File: src/sv/bdme_pkg.sv
`default_nettype none
package bdme_pkg;

	localparam int BUTTONS        = 8;
	localparam int DATA_W         = 7;
	localparam int CHAN_W         = 4;
	localparam int CFG_INDEX_W    = 2;
	localparam int HISTORY_DEPTH_DEF = 4;
	localparam int QUEUE_DEPTH    = 2;

	// buttons whose release sends a message (0 and 1 only act on press)
	localparam logic [BUTTONS-1:0] RELEASE_MSG_MASK = 8'b1111_1100;

	localparam logic [DATA_W-1:0] NOTE_RESET      = 7'd64;
	localparam logic [DATA_W-1:0] PRESS_VEL_RESET = 7'd127;
	localparam logic [DATA_W-1:0] REL_VEL_RESET   = 7'd30;

	localparam int PROG_UP_BTN   = 0;
	localparam int PROG_DOWN_BTN = 1;
	localparam int NOTE_BTN      = 2;
	localparam int FIRST_CC_BTN  = 3;

	typedef enum logic [1:0] {
		KIND_PROGRAM  = 2'd0,
		KIND_NOTE_ON  = 2'd1,
		KIND_NOTE_OFF = 2'd2,
		KIND_CONTROL  = 2'd3
	} kind_t;

	typedef enum logic [CFG_INDEX_W-1:0] {
		REG_CHANNEL   = 2'd0,
		REG_NOTE      = 2'd1,
		REG_PRESS_VEL = 2'd2,
		REG_REL_VEL   = 2'd3
	} reg_index_t;

	typedef struct packed {
		logic [CHAN_W-1:0] channel;
		logic [DATA_W-1:0] note;
		logic [DATA_W-1:0] press_vel;
		logic [DATA_W-1:0] rel_vel;
	} cfg_t;

	// one debounced sample's worth of work: which buttons emit, and direction
	typedef struct packed {
		logic [BUTTONS-1:0] change;
		logic [BUTTONS-1:0] press;
	} event_t;

endpackage
`default_nettype wire

File: src/sv/bdme_front.sv
`default_nettype none
module bdme_front #(
	parameter int HISTORY_DEPTH = bdme_pkg::HISTORY_DEPTH_DEF
) (
	input  wire logic                          clk,
	input  wire logic                          arst_n,
	input  wire logic                          accept,
	input  wire logic [bdme_pkg::BUTTONS-1:0]  pin_levels,
	output bdme_pkg::event_t                   evt,
	output logic                               evt_push
);
	import bdme_pkg::*;

	localparam int SLOT_W = (HISTORY_DEPTH > 1) ? $clog2(HISTORY_DEPTH) : 1;

	logic [BUTTONS-1:0] hist_q [HISTORY_DEPTH];
	logic [SLOT_W-1:0]  slot_q;
	logic [BUTTONS-1:0] stable_q;

	logic [BUTTONS-1:0] all_high;
	logic [BUTTONS-1:0] all_low;
	logic [BUTTONS-1:0] released;
	logic [BUTTONS-1:0] pressed;

	// history as it stands once this sample is written
	always_comb begin
		all_high = '1;
		all_low  = '1;
		for (int j = 0; j < HISTORY_DEPTH; j++) begin
			if (slot_q == SLOT_W'(j)) begin
				all_high = all_high & pin_levels;
				all_low  = all_low & ~pin_levels;
			end else begin
				all_high = all_high & hist_q[j];
				all_low  = all_low & ~hist_q[j];
			end
		end
	end

	assign released   = all_high & ~stable_q;
	assign pressed    = all_low & stable_q;
	assign evt.change = (released & RELEASE_MSG_MASK) | pressed;
	assign evt.press  = pressed;
	assign evt_push   = accept && (|evt.change);

	always_ff @(posedge clk or negedge arst_n) begin
		if (!arst_n) begin
			for (int j = 0; j < HISTORY_DEPTH; j++) begin
				hist_q[j] <= '0;
			end
			slot_q   <= '0;
			stable_q <= '0;
		end else if (accept) begin
			hist_q[slot_q] <= pin_levels;
			if (slot_q == SLOT_W'(HISTORY_DEPTH - 1)) begin
				slot_q <= '0;
			end else begin
				slot_q <= slot_q + 1'b1;
			end
			stable_q <= (stable_q | all_high) & ~all_low;
		end
	end

endmodule
`default_nettype wire

File: src/sv/bdme_queue.sv
`default_nettype none
module bdme_queue (
	input  wire logic   clk,
	input  wire logic   arst_n,
	input  wire logic   wr,
	input  wire bdme_pkg::event_t wr_data,
	output logic        full,
	input  wire logic   rd,
	output bdme_pkg::event_t rd_data,
	output logic        valid
);
	import bdme_pkg::*;

	localparam int PTR_W = $clog2(QUEUE_DEPTH);
	localparam int CNT_W = $clog2(QUEUE_DEPTH + 1);

	event_t           mem_q [QUEUE_DEPTH];
	logic [PTR_W-1:0] wr_ptr_q;
	logic [PTR_W-1:0] rd_ptr_q;
	logic [CNT_W-1:0] count_q;

	assign full    = (count_q == CNT_W'(QUEUE_DEPTH));
	assign valid   = (count_q != '0);
	assign rd_data = mem_q[rd_ptr_q];

	always_ff @(posedge clk) begin
		if (wr) begin
			mem_q[wr_ptr_q] <= wr_data;
		end
	end

	always_ff @(posedge clk or negedge arst_n) begin
		if (!arst_n) begin
			wr_ptr_q <= '0;
			rd_ptr_q <= '0;
			count_q  <= '0;
		end else begin
			if (wr) begin
				wr_ptr_q <= (wr_ptr_q == PTR_W'(QUEUE_DEPTH - 1)) ? '0 : wr_ptr_q + 1'b1;
			end
			if (rd) begin
				rd_ptr_q <= (rd_ptr_q == PTR_W'(QUEUE_DEPTH - 1)) ? '0 : rd_ptr_q + 1'b1;
			end
			if (wr && !rd) begin
				count_q <= count_q + 1'b1;
			end else if (rd && !wr) begin
				count_q <= count_q - 1'b1;
			end
		end
	end

endmodule
`default_nettype wire

File: src/sv/bdme_back.sv
`default_nettype none
module bdme_back (
	input  wire logic                         clk,
	input  wire logic                         arst_n,
	input  wire bdme_pkg::cfg_t               cfg,
	input  wire logic                         q_valid,
	input  wire bdme_pkg::event_t             q_data,
	output logic                              q_pop,
	input  wire logic                         pop,
	output logic                              empty,
	output logic [1:0]                        msg_kind,
	output logic [bdme_pkg::CHAN_W-1:0]       channel,
	output logic [bdme_pkg::DATA_W-1:0]       data_first,
	output logic [bdme_pkg::DATA_W-1:0]       data_second,
	output logic                              last
);
	import bdme_pkg::*;

	localparam int IDX_W = $clog2(BUTTONS);

	logic [BUTTONS-1:0] cur_q;
	logic [BUTTONS-1:0] press_q;
	logic [DATA_W-1:0]  prog_q;
	logic               out_valid_q;

	logic [BUTTONS-1:0] lowbit;
	logic [BUTTONS-1:0] remaining;
	logic [BUTTONS-1:0] mask_next;
	logic [IDX_W-1:0]   idx;
	logic               emit;
	logic               is_press;
	kind_t              kind;
	logic [DATA_W-1:0]  d1;
	logic [DATA_W-1:0]  d2;
	logic [DATA_W-1:0]  prog_next;

	assign lowbit    = cur_q & (~cur_q + 1'b1);
	assign remaining = cur_q & ~lowbit;
	assign emit      = (|cur_q) && (!out_valid_q || pop);
	assign mask_next = emit ? remaining : cur_q;
	assign q_pop     = q_valid && (mask_next == '0);

	always_comb begin
		idx = '0;
		for (int i = 0; i < BUTTONS; i++) begin
			if (lowbit[i]) begin
				idx = IDX_W'(i);
			end
		end
	end

	always_comb begin
		is_press  = |(press_q & lowbit);
		prog_next = prog_q;
		kind      = KIND_CONTROL;
		d1        = DATA_W'(idx - IDX_W'(FIRST_CC_BTN));
		d2        = {{(DATA_W-1){1'b0}}, is_press};
		case (idx)
			IDX_W'(PROG_UP_BTN): begin
				prog_next = prog_q + 1'b1;
				kind      = KIND_PROGRAM;
				d1        = prog_next;
				d2        = '0;
			end
			IDX_W'(PROG_DOWN_BTN): begin
				prog_next = prog_q - 1'b1;
				kind      = KIND_PROGRAM;
				d1        = prog_next;
				d2        = '0;
			end
			IDX_W'(NOTE_BTN): begin
				kind = is_press ? KIND_NOTE_ON : KIND_NOTE_OFF;
				d1   = cfg.note;
				d2   = is_press ? cfg.press_vel : cfg.rel_vel;
			end
			default: begin
			end
		endcase
	end

	always_ff @(posedge clk or negedge arst_n) begin
		if (!arst_n) begin
			cur_q       <= '0;
			press_q     <= '0;
			prog_q      <= '0;
			out_valid_q <= 1'b0;
		end else begin
			if (q_pop) begin
				cur_q   <= q_data.change;
				press_q <= q_data.press;
			end else begin
				cur_q <= mask_next;
			end
			if (emit) begin
				prog_q      <= prog_next;
				out_valid_q <= 1'b1;
			end else if (pop) begin
				out_valid_q <= 1'b0;
			end
		end
	end

	always_ff @(posedge clk) begin
		if (emit) begin
			msg_kind    <= kind;
			channel     <= cfg.channel;
			data_first  <= d1;
			data_second <= d2;
			last        <= (remaining == '0);
		end
	end

	assign empty = !out_valid_q;

endmodule
`default_nettype wire

File: src/sv/button_debounce_midi_events.sv
`default_nettype none
// Eight-button debouncer that speaks MIDI. Each beat pushed in is one sample of
// eight active-low switch pins; the block keeps the last HISTORY_DEPTH samples
// and treats a button as settled only when all of them agree. Each settled
// change, button 0 first, pops out as one MIDI message beat: buttons 0/1 step
// the program number up/down (wrapping within 0..127) on press, button 2 sends
// note on/off, buttons 3..7 send controllers 0..4 with value 1/0. The last
// message of a sample carries last=1; a sample with no settled change yields
// nothing. Throughput: a sample is taken every cycle while the two-entry event
// queue has room, and the message engine emits one message per cycle while pop
// keeps taking them; one sample can cause up to 8 messages. A sample's events
// pass through the event queue, the back end's event mask and the output
// register. Registers (wr_index): 0 channel, 1 note number, 2 press velocity,
// 3 release velocity; write them only while the block is idle.
module button_debounce_midi_events #(
	parameter int HISTORY_DEPTH = bdme_pkg::HISTORY_DEPTH_DEF
) (
	input  wire logic                              clk,
	input  wire logic                              arst_n,
	// sample side
	input  wire logic                              push,
	output logic                                   full,
	input  wire logic [bdme_pkg::BUTTONS-1:0]      pin_levels,
	// message side
	output logic                                   empty,
	input  wire logic                              pop,
	output logic [1:0]                             msg_kind,
	output logic [bdme_pkg::CHAN_W-1:0]            channel,
	output logic [bdme_pkg::DATA_W-1:0]            data_first,
	output logic [bdme_pkg::DATA_W-1:0]            data_second,
	output logic                                   last,
	// register writes
	input  wire logic                              wr_en,
	input  wire logic [bdme_pkg::CFG_INDEX_W-1:0]  wr_index,
	input  wire logic [bdme_pkg::DATA_W-1:0]       wr_data
);
	import bdme_pkg::*;

	cfg_t   cfg_q;
	event_t evt;
	event_t q_data;
	logic   accept;
	logic   evt_push;
	logic   q_full;
	logic   q_valid;
	logic   q_pop;

	// register file
	always_ff @(posedge clk or negedge arst_n) begin
		if (!arst_n) begin
			cfg_q.channel   <= '0;
			cfg_q.note      <= NOTE_RESET;
			cfg_q.press_vel <= PRESS_VEL_RESET;
			cfg_q.rel_vel   <= REL_VEL_RESET;
		end else if (wr_en) begin
			case (reg_index_t'(wr_index))
				REG_CHANNEL:   cfg_q.channel   <= wr_data[CHAN_W-1:0];
				REG_NOTE:      cfg_q.note      <= wr_data;
				REG_PRESS_VEL: cfg_q.press_vel <= wr_data;
				REG_REL_VEL:   cfg_q.rel_vel   <= wr_data;
				default: begin
				end
			endcase
		end
	end

	// front: takes a sample whenever the queue can hold its events
	assign full   = q_full;
	assign accept = push && !q_full;

	bdme_front #(
		.HISTORY_DEPTH(HISTORY_DEPTH)
	) u_front (
		.clk       (clk),
		.arst_n    (arst_n),
		.accept    (accept),
		.pin_levels(pin_levels),
		.evt       (evt),
		.evt_push  (evt_push)
	);

	bdme_queue u_queue (
		.clk    (clk),
		.arst_n (arst_n),
		.wr     (evt_push),
		.wr_data(evt),
		.full   (q_full),
		.rd     (q_pop),
		.rd_data(q_data),
		.valid  (q_valid)
	);

	// back: walks each event mask lowest button first into the output register
	bdme_back u_back (
		.clk        (clk),
		.arst_n     (arst_n),
		.cfg        (cfg_q),
		.q_valid    (q_valid),
		.q_data     (q_data),
		.q_pop      (q_pop),
		.pop        (pop),
		.empty      (empty),
		.msg_kind   (msg_kind),
		.channel    (channel),
		.data_first (data_first),
		.data_second(data_second),
		.last       (last)
	);

endmodule
`default_nettype wire
File: config.mk
export PLATFORM = sky130hd
export DESIGN_NAME = button_debounce_midi_events
export DESIGN_NICKNAME = d
export VERILOG_FILES = /design/src/sv/bdme_pkg.sv /design/src/sv/bdme_front.sv /design/src/sv/bdme_queue.sv /design/src/sv/bdme_back.sv /design/src/sv/button_debounce_midi_events.sv
export SDC_FILE = /design/constraint.sdc
export NUM_CORES = 1
export LEC_CHECK = 0
export ABC_AREA = 1
export BUFFER_PORTS_ARGS = -buffer_cell sky130_fd_sc_hd__buf_2
export CORE_MARGIN = 2
export CORE_UTILIZATION = 39
export DETAILED_ROUTE_END_ITERATION = 8
export GPL_TIMING_DRIVEN = 0
export PLACE_DENSITY = 0.55
export SLEW_MARGIN = 20
export SYNTH_ARGS = -nofsm -noshare
export SYNTH_HDL_FRONTEND = slang
export SYNTH_SLANG_ARGS = --single-unit
File: constraint.sdc
create_clock -name clk -period 7.3 [get_ports clk]
set_clock_uncertainty 0.05 [all_clocks]
set_input_delay 0.73 -clock clk [delete_from_list [all_inputs] [get_ports clk]]
set_output_delay 0.73 -clock clk [all_outputs]
set_load 0.01 [all_outputs]
==> results of run 1 <==
## logic make-up after synthesis
kind of cell,Yosys count
and+or+nand+nor,464
DFF,144
buffers and inverters,131
AOI/OAI and AO/OA,127
xor gates and xnor gates,12
adders and majority gates,12
## layout make-up
class,count,area [sq um]
clock buffer,19,433
buffer,26,135
multi-input combinational,615,2910
inverter,105,394
clock inverter,13,164
sequential,144,3860
timing repair buffer,45,254
tap,234,293
fill,1837,10100
## report_power, final
part | leakage, nW | switching (mW) | total (mW) | internal [mW]
Sequential | 1.65 | 0.158 | 1.37 | 1.21
Combinational | 2.25 | 1.17 | 1.76 | 0.588
Clock | 0.276 | 0.342 | 0.880 | 0.538
Total | 4.17 | 1.67 | 4.01 | 2.34
## cell usage in the layout (no fill, tap or decap), drive strengths merged, types with 3 or more instances in the layout
cell      synthesis  final
dfstp            12     12
clkbuf           11     30
edfxtp           49     49
bufinv            0      3
a31oi            17     17
nor2             63     63
nand3            62     62
xnor2             3      3
nand2           325    325
clkinv            0      4
nor3              4      4
buf              15     60
a21oi             7      7
dfrtp            83     83
xor2              9      9
o21ai            94     94
nand4             7      7
inv             105    106
clkinvlp          0      5
ha               12     12
## per-stage QoR
| step | cell area, sq um | worst slack, ns | hold slack, ns | total power, mW |
|---|---|---|---|---|
| after global placement | 7810 | 3.87 | 0.392 | 3.14 |
| final | 8440 | 4.27 | 0.238 | 4.01 |
| after global routing | 8440 | 3.92 | 0.277 | 4.37 |
| after floorplan | 7300 | 4.61 | 0.375 | 2.67 |
| after CTS | 8440 | 4.20 | 0.258 | 4.05 |
| after detailed placement | 7850 | 4.22 | 0.385 | 3.15 |
## synthesized netlist by cell type
cell / number / share of area
a21boi_0: 1 / 0.0010
a21oi_1: 7 / 0.0048
a22oi_1: 1 / 0.0010
a31oi_1: 16 / 0.014
a31oi_4: 1 / 0.0029
a41oi_1: 2 / 0.0024
buf_1: 1 / 0.00051
buf_2: 9 / 0.0062
buf_4: 3 / 0.0031
buf_6: 2 / 0.0031
clkbuf_1: 11 / 0.0057
dfrtp_1: 83 / 0.28
dfstp_2: 12 / 0.043
edfxtp_1: 49 / 0.20
ha_1: 12 / 0.021
inv_1: 102 / 0.052
inv_2: 3 / 0.0015
nand2_1: 321 / 0.17
nand2_2: 1 / 0.00086
nand2_4: 3 / 0.0046
nand3_1: 59 / 0.040
nand3_2: 3 / 0.0041
nand3b_1: 1 / 0.0010
nand4_1: 7 / 0.0060
nor2_1: 55 / 0.028
nor2_2: 4 / 0.0034
nor2_4: 3 / 0.0046
nor2_8: 1 / 0.0027
nor3_1: 4 / 0.0027
o2111ai_1: 1 / 0.0012
o211ai_1: 1 / 0.0010
o21a_1: 2 / 0.0021
o21ai_0: 86 / 0.059
o21ai_1: 6 / 0.0041
o21ai_2: 2 / 0.0024
o221a_2: 1 / 0.0015
or2_2: 2 / 0.0017
xnor2_1: 3 / 0.0036
xor2_1: 9 / 0.011
## flip-flops by register name (all words and copies together), names as in the netlist, 2 cells and up
signal,flops
u_back.msg_kind,2
cfg_q,25
u_front.slot_q,2
u_queue.mem_q,28
u_back.channel,4
u_back.press_q,8
u_back.prog_q,7
u_back.data_second,7
u_queue.count_q,2
u_back.cur_q,8
u_front.stable_q,8
u_front.hist_q,32
u_back.data_first,7
## final timing paths
| kind | startpoint | to | slack, ns |
|---|---|---|---|
| setup / recovery | u_front.slot_q[0]$_DFFE_PN0P_ | u_queue.mem_q[1][7]$_DFFE_PP_ | 4.27 |
| hold / removal | arst_n | u_back.press_q[1]$_DFFE_PN0N_ | 0.24 |
| setup reg to reg | u_front.slot_q[0]$_DFFE_PN0P_ | u_queue.mem_q[1][7]$_DFFE_PP_ | 4.27 |
| hold reg to reg | cfg_q[22]$_DFFE_PN0P_ | u_back.channel[1]$_DFFE_PP_ | 0.40 |
| max in group asynchronous | arst_n | u_front.stable_q[4]$_DFFE_PN0P_ | 6.37 |
| min in group clk | cfg_q[22]$_DFFE_PN0P_ | u_back.channel[1]$_DFFE_PP_ | 0.40 |
## layer usage
| layer | up-vias | global-route usage | part of all wire |
|---|---|---|---|
| met2 | 68 | 0.308 | 0.50 |
| met5 | - | 0 | 0 |
| met4 | 0 | 0.0432 | 0.010 |
| li1 | 2993 | - | - |
| met3 | 11 | 0.0340 | 0.027 |
| met1 | 2552 | 0.217 | 0.46 |
## worst max-delay path, stage by stage, from the launching register on
cell	delay, ns
dfrtp_1	0.42
inv_1	0.13
ha_1	0.15
buf_2	0.20
buf_2	0.25
o21ai_0	0.12
nor2_1	0.19
nand3_1	0.15
nand2_1	0.15
nor2_1	0.05
nand2_1	0.06
o21ai_1	0.12
nor2_2	0.60
==> results.md, run 1 <==
Logic synthesis
• syn avg cell area: 8.20 sq um
• Netlist Area Pre-Place: 7300 sq um
• synthesized instance count: 890
• number of different library cells in the post-synthesis netlist: 39
• Post-Syn Nets: 924
• sequential area share after synthesis: 0.529
• main combinational cell family by area after synthesis: simple AND/OR/NAND/NOR gates
• share of synthesized cell area in full adder, half adder and majority cells: 0.0206
• Yosys warning total: 0
• fraction of synthesized area in multiplexers: 0
• area fraction in compound gates after synthesis: 0.0972
• post-synthesis share of cell area spent on and, or, nand and nor gates: 0.266
• synthesized-area fraction occupied by xor and xnor cells: 0.0144
• number of storage elements in the synthesis netlist: 144

Timing
• TNS Setup: 0 ns
• relative slew slack: 0.531
• Final Setup Violations: 0
• transition time of the tightest slew-check pin: 0.702 ns
• Max Transition Viols Final: 0
• share of the clock period used by the worst path after layout: 0.415
• shortest period the worst path allows: 3.03 ns
• peak clock frequency supported by timing: 330 MHz
• RSZ-0062 raised after global routing: false
• number of endpoints with negative hold slack in the final report: 0

Route
• ratio of routed vias to standard cells: 4.68
• average wire per cell in the routed design: 13.4 microns
• total routed wirelength: 16.0 mm
• detailed-routing iteration count for the pre-antenna-repair pass: 5
• routed via count: 5624
• DRC Markers: 0
• detailed router's first-iteration violation count: 311
• count of antenna-violating nets left after detailed routing: 0

Worst setup path
• critical path arrival: 3.03 ns
• Critical Setup Path Class: reg2reg
• crit end category: register
• r2r worst-path depth: 12
• crit start category: register
• largest fanout on the critical path: 14
• critical path data required time: 7.29 ns

Global routing
• global route overflow: 0
• wire length of the first global-routing pass: 27.4 mm
• maximum number of pins on one net before global-route repair: 58
• global-route usage over all layers: 0.173
• initial antenna violation count: 0
• vias in the first global route: 5582

CTS
• number of buffers created by CTS: 17
• CTS tree: yes
• clock latency at the later pin of the worst-skew pair: 0.42 ns
• clock-pin slew on the worst setup and hold paths: 0.06 ns
• cts-stage hold buffer count: 0
• maximum clock insertion buffer count: 2
• number of instances resized during post-cts repair: 0
• H-tree level count: 4
• post-CTS repair timing setup buffer count: 0
• Root Driver: clkbuf_16
• clock sinks: 144

Floorplanning
• Top Ports: 45
• initial cell density of the core: 0.394
• area inside the core boundary: 18500 sq um
• vertical extent of the die: 141 microns
• DIE WIDTH: 141 microns
• # rows: 50
• Die Area: 19800 sq um

Flow run
• max-capacitance violation count: 0

Placement
• detailed-placement wirelength estimate: 11.9 mm
• # port buffers: 44
• cell count after placement: 1169
• RePlAce Congestion: 0.826

Pwr
• highest ir drop seen on vdd: 190 uV
• Pwr Density: 474 nW/um^2
• reported leakage power: 4.17 nW

Cells and area
• number of nets in the final layout: 988
• total inserted antenna cells: 0
• Area growth, synth to finish: 15.7%
• share of layout cells above drive strength 1: 0.130
• fraction of the core area covered by cells at the end of the flow: 0.456
• final std cells w/o fill: 1201

Hold path
• Hold WC Path Type: in2async

Run status
• run status: complete, no violations

No activity file was read; power rests on OpenSTA's default activity.
==> run 2: changes to the inputs <==
--- a/config.mk
+++ b/config.mk
@@ -5,7 +5,7 @@
 export SDC_FILE = /design/constraint.sdc
 export NUM_CORES = 1
 export LEC_CHECK = 0
-export ABC_AREA = 1
+export ABC_AREA = 0
 export BUFFER_PORTS_ARGS = -buffer_cell sky130_fd_sc_hd__buf_2
 export CORE_MARGIN = 2
 export CORE_UTILIZATION = 39
==> constraint.sdc (replaced) <==
create_clock -name clk -period 3.2 [get_ports clk]
set_clock_uncertainty 0.05 [all_clocks]
set_input_delay 0.32 -clock clk [delete_from_list [all_inputs] [get_ports clk]]
set_output_delay 0.32 -clock clk [all_outputs]
set_load 0.01 [all_outputs]
==> run 2 against run 1 <==
- clock-buffer cell count decreased by 2
- sequential power up 140%
- die area down 4.3%
- worst setup slack got worse by 4.2 ns
- core utilization up 2.8 points
- first-iteration DRC count decreased by 31%
==> results.md, run 2 <==
Run status
• run status: complete, no violations

Cells and area
• final std cells w/o fill: 899
• fraction of the core area covered by cells at the end of the flow: 0.484
• largest register by flop count: u_front.hist_q
• area occupied by multi-input gates: 3080 sq um
• total inserted antenna cells: 0
• final cell area excluding filler cells: 8420 sq um
• max reg flops: 32
• top library cells by usage in the layout, fill and taps aside: 81 x dfrtp_1, 71 x mux2_2, 49 x edfxtp_1
• number of nets in the final layout: 695
• most frequent standard cell in the layout excluding fill and tap cells: dfrtp_1
• Largest regs: u_front.hist_q: 32 flops, u_queue.mem_q: 28 flops, cfg_q: 25 flops
• storage element area: 3870 sq um
• share of layout cells above drive strength 1: 0.343
• Area growth, synth to finish: 20.8%
• filler cell count in the final layout: 1602

Placement
• cell count after placement: 853
• detailed-placement wirelength estimate: 10.6 mm
• placed standard-cell area: 7540 sq um
• # port buffers: 44
• worst slack at placement: -0.599 ns
• RePlAce Congestion: 0.812

Timing
• number of endpoints with negative hold slack in the final report: 0
• transition time of the tightest slew-check pin: 0.847 ns
• setup ws final: 0.105 ns
• share of the clock period used by the worst path after layout: 0.967
• shortest period the worst path allows: 3.10 ns
• relative slew slack: 0.431
• peak clock frequency supported by timing: 323 MHz
• Final Setup Violations: 0
• Max Transition Viols Final: 0

Route
• routed via count: 4805
• detailed router's first-iteration violation count: 216
• ratio of routed vias to standard cells: 5.34
• detailed-routing iteration count for the pre-antenna-repair pass: 4
• total routed wirelength: 14.8 mm
• average wire per cell in the routed design: 16.5 microns
• DRC Markers: 0
• count of antenna-violating nets left after detailed routing: 0

Logic synthesis
• most used standard cell by instance count after synthesis: dfrtp_1
• Top FF cell, synth: dfrtp_1
• Netlist Area Pre-Place: 6980 sq um
• number of storage elements in the synthesis netlist: 144
• largest cells by area after synthesis: dfrtp_1 30%, edfxtp_1 21%, mux2_2 11%
• count of flip-flops with a built-in enable after synthesis: 49
• Post-Syn Nets: 616
• synthesized instance count: 582
• proportion of netlist area held by the largest area contributor: 0.298
• syn avg cell area: 12.0 sq um
• sequential area share after synthesis: 0.554
• top cell type by total area after synthesis: dfrtp_1
• Yosys warning total: 0
• most instantiated cells after synthesis: 83 x dfrtp_1, 71 x mux2_2, 49 x edfxtp_1
• number of different library cells in the post-synthesis netlist: 59
• post-synthesis async set-or-reset flop share: 0.660

Floorplanning
• vertical extent of the die: 138 microns
• # rows: 48
• area inside the core boundary: 17400 sq um
• Die Area: 19000 sq um
• DIE WIDTH: 138 microns
• initial cell density of the core: 0.401
• Top Ports: 45

CTS
• maximum clock insertion buffer count: 2
• clock sinks: 144
• number of buffers created by CTS: 17
• Root Driver: clkbuf_16
• H-tree level count: 4
• clock-pin slew on the worst setup and hold paths: 0.06 ns
• clock latency at the later pin of the worst-skew pair: 0.41 ns
• CTS tree: yes

Worst setup path
• critical path arrival: 3.29 ns
• launch instance of the worst register-to-register path: u_back.cur_q[0]$_DFF_PN0_
• largest fanout on the critical path: 4
• crit start category: register
• capturing point of the worst reg2reg path: u_back.data_first[6]$_DFFE_PP_
• Critical Setup Path Class: reg2reg
• critical path data required time: 3.40 ns
• crit end category: register
• Register-to-Register Setup Slack: 0.10 ns
• r2r worst-path depth: 10

Global routing
• initial antenna violation count: 0
• maximum number of pins on one net before global-route repair: 54
• global route overflow: 0
• global-route usage over all layers: 0.167
• wire length of the first global-routing pass: 24.3 mm
• vias in the first global route: 4745

Pwr
• reported leakage power: 3.41 nW
• Design Power: 9.82 mW
• highest ir drop seen on vdd: 467 uV
• Pwr Density: 1170 nW/um^2

Hold path
• worst hold endpoint: cfg_q[4]$_DFFE_PN1P_
• startpoint of the tightest hold check path: wr_data[4]
• Hold WC Path Type: in2reg
• worst hold path stage count: 2

Flow run
• max-capacitance violation count: 0

[run 2: cell count changes after synthesis, sizes merged, moves of 9 or more]
cell | previous run | this run
or3 | 0 | 9
o22ai | 0 | 18
nor2 | 63 | 33
a21oi | 7 | 17
mux2i | 0 | 29
nor2b | 0 | 13
a31oi | 17 | 2
nand2 | 325 | 41
inv | 105 | 20
o21ai | 94 | 42
nand3 | 62 | 6
mux2 | 0 | 71
[run 2: repair_timing]
item                                    4_1_cts  5_1_grt
endpoints found under the hold margin        40        0
buffers inserted                              3       11
pin swaps                                     1        5
hold buffers                                  1        0
endpoints found under the setup margin       57       42
resized for setup                            18       35
[run 2: final cells by class]
type / count / area share
multi-input combinational: 393 / 0.366
timing repair buffer: 61 / 0.0471
sequential: 144 / 0.459
clock inverter: 15 / 0.0202
tap: 225 / 0.0334
clock buffer: 17 / 0.0505
buffer: 24 / 0.0149
inverter: 20 / 0.00891
[run 2: worst max path at each step]
stage	from	endpoint	slack (ns)	depth (start not counted)
final	u_back.cur_q[0]$_DFF_PN0_	u_back.data_first[6]$_DFFE_PP_	0.10	10
after global placement	u_front.slot_q[0]$_DFFE_PN0P_	u_queue.mem_q[0][4]$_DFFE_PP_	-0.51	10
after floorplan	u_front.slot_q[0]$_DFFE_PN0P_	u_queue.mem_q[0][10]$_DFFE_PP_	0.17	10
after global routing	u_back.cur_q[0]$_DFF_PN0_	u_back.data_first[3]$_DFFE_PP_	-0.02	11
after detailed placement	u_front.slot_q[0]$_DFFE_PN0P_	u_queue.mem_q[0][4]$_DFFE_PP_	-0.60	10
after CTS	u_front.slot_q[0]$_DFFE_PN0P_	u_queue.count_q[1]$_DFFE_PN0P_	0.009	13
[run 2: kinds of logic (layout without fill, tap and decap cells)]
group | after synthesis | after routing | share of synthesized area
AOI/OAI and AO/OA | 119 | 119 | 0.110
xor gates and xnor gates | 15 | 15 | 0.0188
adders and majority gates | 14 | 14 | 0.0244
buffers and inverters | 45 | 137 | 0.0251
DFF | 144 | 144 | 0.554
muxes | 101 | 101 | 0.159
and+or+nand+nor | 144 | 144 | 0.108
[run 2: metal layers]
metal / GRT usage / routed length [microns]
met4: 0.0686 / 201
met2: 0.283 / 7630
met1: 0.209 / 6610
met3: 0.0320 / 386
met5: 0 / 0
[run 2: power by group]
part / total, mW / internal, mW / switching [mW] / leakage [nW]
sequential: 3.32 / 2.88 / 0.439 / 1.58
combinational: 4.52 / 2.08 / 2.44 / 1.55
clock: 1.98 / 1.22 / 0.763 / 0.282
[run 2: worst max-delay path, cell delays in order (launching register included)]
cell and delay [ns]:
dfrtp_1 0.41, or4_4 0.55, buf_8 0.14, nor4_4 0.34, nand2_1 0.15, o21ai_4 0.11, inv_2 0.07, ha_2 0.21
or3_4 0.37, a211o_1 0.36, o2111ai_1 0.14
[run 2: metrics by stage]
stage / hold slack, ns / TNS (ns)
3_3_place_gp: 0.377 / -16.78
4_1_cts: 0.103 / 0
5_1_grt: 0.125 / -0.178
3_5_place_dp: 0.272 / -17.37
6_report: 0.124 / 0
2_1_floorplan: -0.0256 / 0
